[config.mk]
export PLATFORM = sky130hd
export DESIGN_NAME = ascii_decimal_to_fixed
export DESIGN_NICKNAME = d
export VERILOG_FILES = /design/src/rtl/adtf_pkg.sv /design/src/rtl/ascii_decimal_to_fixed.sv
export SDC_FILE = /design/constraint.sdc
export NUM_CORES = 1
export LEC_CHECK = 0
export ABC_CLOCK_PERIOD_IN_PS = 4800
export BUFFER_PORTS_ARGS = -buffer_cell sky130_fd_sc_hd__buf_2
export CELL_PAD_IN_SITES_DETAIL_PLACEMENT = 2
export CELL_PAD_IN_SITES_GLOBAL_PLACEMENT = 2
export CORE_MARGIN = 10
export CORE_UTILIZATION = 27
export CTS_BUF_LIST = sky130_fd_sc_hd__clkbuf_16
export CTS_CLUSTER_DIAMETER = 50
export DETAILED_ROUTE_END_ITERATION = 6
export PLACE_DENSITY_LB_ADDON = 0.1
export RECOVER_POWER = 25
export REMOVE_ABC_BUFFERS = 1
export SYNTH_ARGS = -nofsm -noshare
export SYNTH_HDL_FRONTEND = slang
export SYNTH_SLANG_ARGS = --single-unit
[constraint.sdc]
create_clock -name clk -period 4.8 [get_ports clk]
set_clock_uncertainty 0.2 [all_clocks]
set_input_delay 0.48 -clock clk [delete_from_list [all_inputs] [get_ports clk]]
set_output_delay 0.48 -clock clk [all_outputs]
set_load 0.1 [all_outputs]
[src/rtl/adtf_pkg.sv]
// Shared constants and helpers for the ASCII decimal to fixed point parser.
// No dependencies.
package adtf_pkg;

  localparam int INT_BITS    = 24;
  localparam int FRAC_BITS   = 16;
  localparam int VAL_BITS    = INT_BITS + FRAC_BITS;
  localparam int MAX_CHARS   = 256;
  localparam int CNT_BITS    = $clog2(MAX_CHARS + 1);
  localparam int FRAC_DIGITS = 6;
  localparam int FACC_BITS   = 25;
  localparam int FCNT_BITS   = 3;

  localparam logic [7:0] CH_NUL   = 8'h00;
  localparam logic [7:0] CH_ZERO  = 8'h30;
  localparam logic [7:0] CH_NINE  = 8'h39;
  localparam logic [7:0] CH_DOT   = 8'h2E;
  localparam logic [7:0] CH_COMMA = 8'h2C;

  typedef logic [FACC_BITS-1:0] facc_t;

  // round(2^24 / 10^(k+1)) for fraction digit position k
  function automatic facc_t frac_weight(input logic [FCNT_BITS-1:0] k);
    facc_t w;
    begin
      case (k)
        3'd0:    w = facc_t'(1677722);
        3'd1:    w = facc_t'(167772);
        3'd2:    w = facc_t'(16777);
        3'd3:    w = facc_t'(1678);
        3'd4:    w = facc_t'(168);
        3'd5:    w = facc_t'(17);
        3'd6:    w = facc_t'(2);
        default: w = '0;
      endcase
      return w;
    end
  endfunction

endpackage

[src/rtl/ascii_decimal_to_fixed.sv]
// Top level: parses the first unsigned decimal number of a byte string into Q24.16.
// Depends on adtf_pkg.
//
//  channel | ports                                   | word
//  --------+-----------------------------------------+------------------------------
//  in      | in_valid, in_ready, in_char_code        | one character byte
//  out     | out_valid, out_ready, out_value_q16,    | parsed value, one per NUL
//          | out_saturated, out_has_digits           |
//
// One character per cycle sustained. A word is caught in an input register,
// then one pass of multiply-by-ten-add (integer) or weight-add (fraction)
// updates the parse state; a NUL also loads the result register.
// out_valid and the result ports are driven from the result register.
// rst_n is synchronous, active low; it clears the parse state and both valids.
// A stalled result blocks only a NUL in the input register; other characters
// keep flowing into the parse state.
module ascii_decimal_to_fixed
  import adtf_pkg::*;
(
  input  logic                clk,
  input  logic                rst_n,
  input  logic                in_valid,
  output logic                in_ready,
  input  logic [7:0]          in_char_code,
  output logic                out_valid,
  input  logic                out_ready,
  output logic [VAL_BITS-1:0] out_value_q16,
  output logic                out_saturated,
  output logic                out_has_digits
);

  localparam logic [1:0] PH_BEFORE = 2'd0;
  localparam logic [1:0] PH_INT    = 2'd1;
  localparam logic [1:0] PH_FRAC   = 2'd2;
  localparam logic [1:0] PH_DONE   = 2'd3;

  localparam logic [INT_BITS-1:0] INT_MAX = '1;

  // input register
  logic       s1_valid_r;
  logic [7:0] s1_char_r;

  // parse state
  logic [1:0]           phase_r,    phase_nxt;
  logic [INT_BITS-1:0]  int_acc_r,  int_acc_nxt;
  facc_t                frac_acc_r, frac_acc_nxt;
  logic [FCNT_BITS-1:0] frac_cnt_r, frac_cnt_nxt;
  logic [CNT_BITS-1:0]  char_cnt_r, char_cnt_nxt;
  logic                 ovf_r,      ovf_nxt;

  // result register
  logic                out_valid_r;
  logic [VAL_BITS-1:0] out_value_r;
  logic                out_sat_r;
  logic                out_has_r;

  logic                 is_nul, is_digit, is_sep, advance, emit;
  logic [3:0]           digit;
  logic [INT_BITS-1:0]  int_base;
  logic [INT_BITS+3:0]  int_prod;
  logic                 int_over;
  facc_t                frac_sum;
  logic [FACC_BITS:0]   frac_rnd;
  logic [VAL_BITS:0]    total;
  logic [VAL_BITS-1:0]  res_value;
  logic                 res_sat;

  assign is_nul   = (s1_char_r == CH_NUL);
  assign is_digit = (s1_char_r >= CH_ZERO) && (s1_char_r <= CH_NINE);
  assign is_sep   = (s1_char_r == CH_DOT) || (s1_char_r == CH_COMMA);
  assign digit    = s1_char_r[3:0];

  // a NUL needs a free result slot; anything else always moves on
  assign advance  = s1_valid_r && (!is_nul || !out_valid_r || out_ready);
  assign emit     = advance && is_nul;
  assign in_ready = !s1_valid_r || advance;

  // integer digit: acc*10 + d, clamp on overflow
  assign int_base = (phase_r == PH_BEFORE) ? '0 : int_acc_r;
  assign int_prod = {1'b0, int_base, 3'b000} + {3'b000, int_base, 1'b0}
                  + {{INT_BITS{1'b0}}, digit};
  assign int_over = (phase_r != PH_BEFORE && ovf_r) || (int_prod[INT_BITS+3:INT_BITS] != '0);

  // fraction digit: add weighted digit, sum kept to 25 bits
  assign frac_sum = frac_acc_r + facc_t'(digit * frac_weight(frac_cnt_r));

  // result: round fraction sum to 16 bits, clamp on carry out of the top
  assign frac_rnd  = {1'b0, frac_acc_r} + (FACC_BITS+1)'(128);
  assign total     = {1'b0, int_acc_r, {FRAC_BITS{1'b0}}}
                   + (VAL_BITS+1)'(frac_rnd[FACC_BITS:8]);
  assign res_sat   = ovf_r || total[VAL_BITS];
  assign res_value = total[VAL_BITS] ? '1 : total[VAL_BITS-1:0];

  always_comb begin
    phase_nxt    = phase_r;
    int_acc_nxt  = int_acc_r;
    frac_acc_nxt = frac_acc_r;
    frac_cnt_nxt = frac_cnt_r;
    char_cnt_nxt = char_cnt_r;
    ovf_nxt      = ovf_r;
    if (advance) begin
      if (is_nul) begin
        phase_nxt    = PH_BEFORE;
        int_acc_nxt  = '0;
        frac_acc_nxt = '0;
        frac_cnt_nxt = '0;
        char_cnt_nxt = '0;
        ovf_nxt      = 1'b0;
      end else if (char_cnt_r < CNT_BITS'(MAX_CHARS)) begin
        char_cnt_nxt = char_cnt_r + 1'b1;
        case (phase_r)
          PH_BEFORE, PH_INT: begin
            if (is_digit) begin
              phase_nxt = PH_INT;
              if (int_over) begin
                int_acc_nxt = INT_MAX;
                ovf_nxt     = 1'b1;
              end else begin
                int_acc_nxt = int_prod[INT_BITS-1:0];
              end
            end else if (phase_r == PH_INT) begin
              phase_nxt = is_sep ? PH_FRAC : PH_DONE;
            end
          end
          PH_FRAC: begin
            if (is_digit) begin
              if (frac_cnt_r < FCNT_BITS'(FRAC_DIGITS)) begin
                frac_acc_nxt = frac_sum;
                frac_cnt_nxt = frac_cnt_r + 1'b1;
              end
            end else begin
              phase_nxt = PH_DONE;
            end
          end
          default: ;
        endcase
      end
    end
  end

  always_ff @(posedge clk) begin
    if (!rst_n) begin
      s1_valid_r  <= 1'b0;
      out_valid_r <= 1'b0;
      phase_r     <= PH_BEFORE;
      int_acc_r   <= '0;
      frac_acc_r  <= '0;
      frac_cnt_r  <= '0;
      char_cnt_r  <= '0;
      ovf_r       <= 1'b0;
    end else begin
      if (in_ready) begin
        s1_valid_r <= in_valid;
      end
      if (emit) begin
        out_valid_r <= 1'b1;
      end else if (out_ready) begin
        out_valid_r <= 1'b0;
      end
      phase_r    <= phase_nxt;
      int_acc_r  <= int_acc_nxt;
      frac_acc_r <= frac_acc_nxt;
      frac_cnt_r <= frac_cnt_nxt;
      char_cnt_r <= char_cnt_nxt;
      ovf_r      <= ovf_nxt;
    end
  end

  // payload registers
  always_ff @(posedge clk) begin
    if (in_ready && in_valid) begin
      s1_char_r <= in_char_code;
    end
    if (emit) begin
      out_value_r <= res_value;
      out_sat_r   <= res_sat;
      out_has_r   <= (phase_r != PH_BEFORE);
    end
  end

  assign out_valid      = out_valid_r;
  assign out_value_q16  = out_value_r;
  assign out_saturated  = out_sat_r;
  assign out_has_digits = out_has_r;

  // no digit seen means an all-zero result
  a_empty_zero: assert property (@(posedge clk) disable iff (!rst_n)
    out_valid_r && !out_has_r |-> out_value_r == '0 && !out_sat_r)
    else $error("result without digits is not zero");

  // before the number all accumulators are clear
  a_before_clear: assert property (@(posedge clk) disable iff (!rst_n)
    phase_r == PH_BEFORE |-> int_acc_r == '0 && frac_acc_r == '0 && !ovf_r
                             && frac_cnt_r == '0)
    else $error("parse state dirty before number");

  // fraction digit count and character count stay in range
  a_counts: assert property (@(posedge clk) disable iff (!rst_n)
    frac_cnt_r <= FCNT_BITS'(FRAC_DIGITS) && char_cnt_r <= CNT_BITS'(MAX_CHARS))
    else $error("counter out of range");

  // a NUL never overwrites a waiting result
  a_no_overwrite: assert property (@(posedge clk) disable iff (!rst_n)
    out_valid_r && !out_ready |-> !emit)
    else $error("result overwritten while stalled");

endmodule

======== Word-level counts from Yosys, hierarchy flattened ========
Cells that the tools add are included.
cells by class
  add/sub/neg operators ................... 7
  $mul .................................... 1
  magnitude comparators ................... 4
  eq/ne operators ......................... 12
  multiplexer cells ....................... 33
  reductions and logical operators ........ 33
operators by type and width
  cell                   number
  $pmux 21 s7            1
  $mux 24                6
  $mux 25                5
  $add 40x18->41         1
  $add 27x25->28         1
  $add 28x4->28          1
  $add 25x8->26 const B  1
  $add 25x25->25         1
  $mul 4x25->25          1
  $mux 9                 2
  $eq 8x6->1 const B     2
  $reduce_bool 2->1      8
  $mux 3                 5
  $reduce_and 5->1       3
  $mux 2                 5
  $add 9x1->9 const B    1
  $eq 3x3->1 const B     3
  $lt 9x9->1 const B     1
  $ge 8x6->1 const B     1
  $le 8x6->1 const B     1
  $logic_not 8->1        1
  $mux 1                 8
  $eq 3x2->1 const B     2
  $logic_or 1x1->1       6
  other kinds (17)       23
storage, ports and cells
  flip-flop bits (word level) ............. 116
  input bits .............................. 12
  word-level logic and storage cells ...... 102

======== Longest topological paths before layout ========
  depth after elaboration ................. 11
  mapped depth ............................ 24

======== Least setup slack after synthesis ========
OpenSTA, ideal clock, no wires.
  kind .................................... reg2reg
  start point ............................. register frac_cnt_r[1]
  end point ............................... register frac_acc_r[14]
  setup time .............................. 0.115 ns
  data arrival time ....................... 4.959 ns
  required time ........................... 4.485 ns
  setup slack ............................. -0.474 ns
  cell stages (with the launch flop) ...... 23
  path buffers ............................ 0
  cell sequence ........................... dfxtp_1 -> inv_1 -> ha_1 -> nor3_1 -> o21bai_1 -> o21ai_0 -> nand2_1 -> nand2_1 -> inv_1 -> fa_1 -> fa_1 -> inv_1 -> fa_1 -> inv_1 -> ha_1 -> or2_2 -> a21o_1 -> and3_1 -> or3b_2 -> a21oi_1 -> xor2_1 -> o22ai_1 -> and2_1
on the way
  cells in the longest elaborated chain, start to end .. 9
  elaborated cells on any way between the ends .. 18
ends and longest elaborated chain
  element                                   RTL line                       RTL
  start, declared                           ascii_decimal_to_fixed.sv:47   logic [FCNT_BITS-1:0] frac_cnt_r, frac_cnt_nxt;
  start signal, assigned                    ascii_decimal_to_fixed.sv:163  frac_cnt_r <= frac_cnt_nxt;
  $eq 3x3->1, or another cell as far along  adtf_pkg.sv:26                 case (k)
  $pmux 21 s7                               adtf_pkg.sv:26
  $mul 4x25->25                             ascii_decimal_to_fixed.sv:85   assign frac_sum = frac_acc_r + facc_t'(digit * frac_weight(frac_cnt_r));
  $add 25x25->25                            ascii_decimal_to_fixed.sv:85
  $mux 25                                   ascii_decimal_to_fixed.sv:127  if (frac_cnt_r < FCNT_BITS'(FRAC_DIGITS)) begin
  $mux 25                                   ascii_decimal_to_fixed.sv:126  if (is_digit) begin
  $mux 25                                   ascii_decimal_to_fixed.sv:111  case (phase_r)
  $mux 25                                   ascii_decimal_to_fixed.sv:109  end else if (char_cnt_r < CNT_BITS'(MAX_CHARS)) begin
  $mux 25                                   ascii_decimal_to_fixed.sv:102  if (is_nul) begin
  end signal, assigned                      ascii_decimal_to_fixed.sv:162  frac_acc_r <= frac_acc_nxt;
  end, declared                             ascii_decimal_to_fixed.sv:46   facc_t frac_acc_r, frac_acc_nxt;
Several ways; a longest one is shown, not always the timed one. The select of a mux whose other input is x is not followed.
A chain may end at the register's enable or synchronous reset.

======== Worst setup path after layout ========
  start point ............................. register frac_cnt_r[1]
  end point ............................... register frac_acc_r[22]
The elaborated chain is that of the path after synthesis.

==> key figures <==
Outcome
  • Status: finished with violations
  • Failing checks: negative setup slack

Critical path
  • Crit path capture type: flop
  • Startpoint types: flop
  • Critical Path RT: 4.97 ns
  • Critical path arrival: 5.39 ns
  • WS Path Type: reg2reg
  • CP Max Fanout: 5

Pwr
  • Leak Pwr: 5.71 nW
  • Internal power: 2.14 mW
  • Overall Power: 3.08 mW
  • Power share of the clock group: 38.9%
  • Power Density: 240 nW/um^2
  • Flop pwr share: 33.7%
  • Sw power: 0.946 mW
  • Sw Ratio: 30.7%
  • Logic pwr share: 27.4%
  • Maximum vdd ir drop: 269 uV

Floorplanning
  • IO Pins: 56
  • Die W: 214 microns
  • Starting Density: 27.5%
  • Core area: 36,900 sq um
  • DIE HEIGHT: 214 microns
  • Die area: 45,700 sq um
  • Core Rows: 70

Place
  • Port Buffers: 55
  • Placed cell areas: 11,700 sq um
  • Placer Congestion: 0.788
  • Pre-CTS setup slack: -0.874 ns
  • DP HPWL: 25.9 mm
  • Cells after DPL: 1,775

Timing
  • Hold WS: 0.0881 ns
  • Final Cycle Share: 109%
  • Minimum clock period: 5.22 ns
  • Final setup margin: -0.416 ns
  • Worst-Margin Slew: 1.23 ns
  • Final Hold Vio Count: 0
  • Relative slew slack: 18.5%
  • Setup TNS: -3.57 ns
  • Max Slew Vio Count: 0
  • RSZ-0062 raised after global routing: true
  • Fmax: 0.192 GHz
  • Final-report setup violation count: 17

Clock network
  • Clock Path Buffers: 2
  • CTS tree: done
  • Clk_lat worst skew: 0.45 ns
  • Clk root buf: clkbuf_16
  • H-tree depth: 4
  • Clk sinks: 116
  • Clock slew at reported path FFs: 0.06 ns
  • CTS Buf Count: 17

Routing
  • Number of DRC markers in iteration 0: 302
  • Final WL: 33.7 mm
  • DR vias/cell: 4.82
  • Antenna-violating nets left: 0
  • Total number of vias: 8,848
  • Post-route DRC: 0
  • Mean routed wirelength per cell: 18.4 microns
  • First-pass iteration count of the detailed router: 4

GRT
  • Busiest grt layer: met2
  • All-Layer GR Usage: 15.1%
  • Vias in the first global route: 9,756
  • Met1 usage: 20.2%
  • Largest net degree at the start of global routing: 38
  • Grt met2 use: 24.9%
  • Total gr overflow: 0
  • GR Util met3: 2.56%
  • Initial antenna violation count: 0
  • First-pass GRT wire length: 54.3 mm

Run
  • MaxCap Viol Count: 0

Synthesis
  • Ys flop type: dfxtp_1
  • Yosys top cell by area: edfxtp_1
  • Post-synth top area share: 14.8%
  • Synth Register Bits: 116
  • Post-synth ARST share: 0%
  • Top post-synthesis cells by area: edfxtp_1 (15%), dfxtp_1 (13%), ha_1 (12%), fa_1 (11%), inv_1 (5.1%)
  • Syn_area_per_cell: 8.81 sq um
  • Post-Syn Instances: 1,152
  • Synthesis Warnings: 0
  • Synth cell types: 68
  • Post-synth EDFFs: 50
  • Synth Cell Area: 10,100 sq um
  • Sequential fraction of the synthesis area: 27.8%

Cells and area
  • Ant diodes: 0
  • Most frequent cells in the layout: inv_1 (132), buf_4 (116), ha_1 (85)
  • Post-layout nets: 1,480
  • Post-route non-filler standard cell count: 1,834
  • Share of layout cells above drive strength 1: 20.0%
  • Design area: 12,800 sq um
  • Layout Area Growth over Synthesis: 26.3%
  • Final Util: 34.8%
  • Commonest non-fill, non-tap cell in the layout: inv_1

Worst hold path
  • Worst hold path type: in2reg
[logic make-up (layout without fill, tap and decap cells)]
group / count (synthesis) / count (layout) / synth area share [%]
AOI/OAI and AO/OA: 259 / 259 / 17.0
xor gates and xnor gates: 67 / 67 / 5.78
adders and majority gates: 151 / 151 / 22.7
buffers and inverters: 183 / 361 / 7.14
DFF: 116 / 116 / 27.8
muxes: 7 / 7 / 0.703
and+or+nand+nor: 369 / 369 / 18.9
[metal layers]
metal,wire length [microns],part of all wire [%],up-vias
li1,-,-,4325
met1,16200,48,4427
met2,16300,48,79
met3,988,2.9,17
met4,251,0.74,0
met5,0,0,-
[Yosys cell counts (all sizes together) (3+ instances only)]
library cell  instances
a211o                 3
a211oi               12
a21boi               12
a21o                 23
a21oi                59
a22oi                21
a31o                  4
a31oi                 4
a41oi                 3
and2                 35
and3                 21
and4                  6
buf                  18
clkbuf               27
dfxtp                66
edfxtp               50
fa                   55
ha                   96
inv                 138
mux2i                 6
nand2                88
nand2b               12
nand3                45
nand3b                4
nand4                19
nand4b                4
nor2                 57
nor2b                43
nor3                 18
nor4                  4
o2111ai               3
o211ai                5
o21a                 11
o21ai                63
o21bai                6
o22ai                13
o31ai                 5
o41ai                 3
or2                   5
xnor2                40
xor2                 27
[registers in the layout, summed over array words and instances, names as in the netlist]
name            count
s1_valid_r          1
int_acc_r          24
ovf_r               1
phase_r             2
char_cnt_r          9
frac_acc_r         25
out_saturated       1
out_has_digits      1
frac_cnt_r          3
s1_char_r           8
out_value_q16      40
out_valid           1
[critical path: stages, from the launching register on]
cell,delay [ns]
dfxtp_4,0.37
buf_6,0.12
ha_4,0.17
nor3_4,0.18
o21bai_1,0.12
o21ai_1,0.17
nand2_2,0.11
and2_4,0.16
fa_1,0.46
fa_1,0.52
inv_1,0.05
fa_1,0.49
inv_2,0.05
ha_4,0.29
nand2_4,0.05
o211ai_1,0.37
nand3_1,0.19
a31o_4,0.27
a21oi_4,0.16
nor3_1,0.05
or4b_1,0.47
a21boi_1,0.13
[path summary, 6_finish.rpt]
path / startpoint / cells past startpoint / slack [ns] / end
worst max register to register: frac_cnt_r[1] / 21 / -0.42 / frac_acc_r[22]
worst min register to register: frac_acc_r[0] / 2 / 0.28 / frac_acc_r[0]
worst min-delay path: in_valid / 3 / 0.09 / s1_valid_r
worst max-delay path: frac_cnt_r[1] / 21 / -0.42 / frac_acc_r[22]
[cell type report]
| cell class | instances | area (sq um) |
|---|---|---|
| clock buffer | 19 | 475 |
| clock inverter | 13 | 65.1 |
| fill | 4153 | 24100 |
| inverter | 138 | 518 |
| multi-input combinational | 853 | 6980 |
| sequential | 116 | 2830 |
| tap | 504 | 631 |
| timing repair buffer | 191 | 1310 |
[power by group through the flow]
stage | registers (mW) | logic (mW) | clock network, mW
2_1_floorplan | 1.06 | 0.417 | 0
3_3_place_gp | 1.06 | 0.679 | 0
3_5_place_dp | 1.06 | 0.695 | 0
4_1_cts | 1.04 | 0.811 | 1.24
5_1_grt | 1.04 | 0.943 | 1.29
6_report | 1.04 | 0.845 | 1.20
[what timing repair did]
| item | CTS | global route |
|---|---|---|
| pin swaps | 62 | 16 |
| setup buffers | 17 | 6 |
| setup endpoints to repair | 19 | 56 |
| hold buffers | 8 | 0 |
| resized for setup | 76 | 27 |
| endpoints found under the hold margin | 8 | 0 |
No activity file was read; power rests on OpenSTA's default activity.
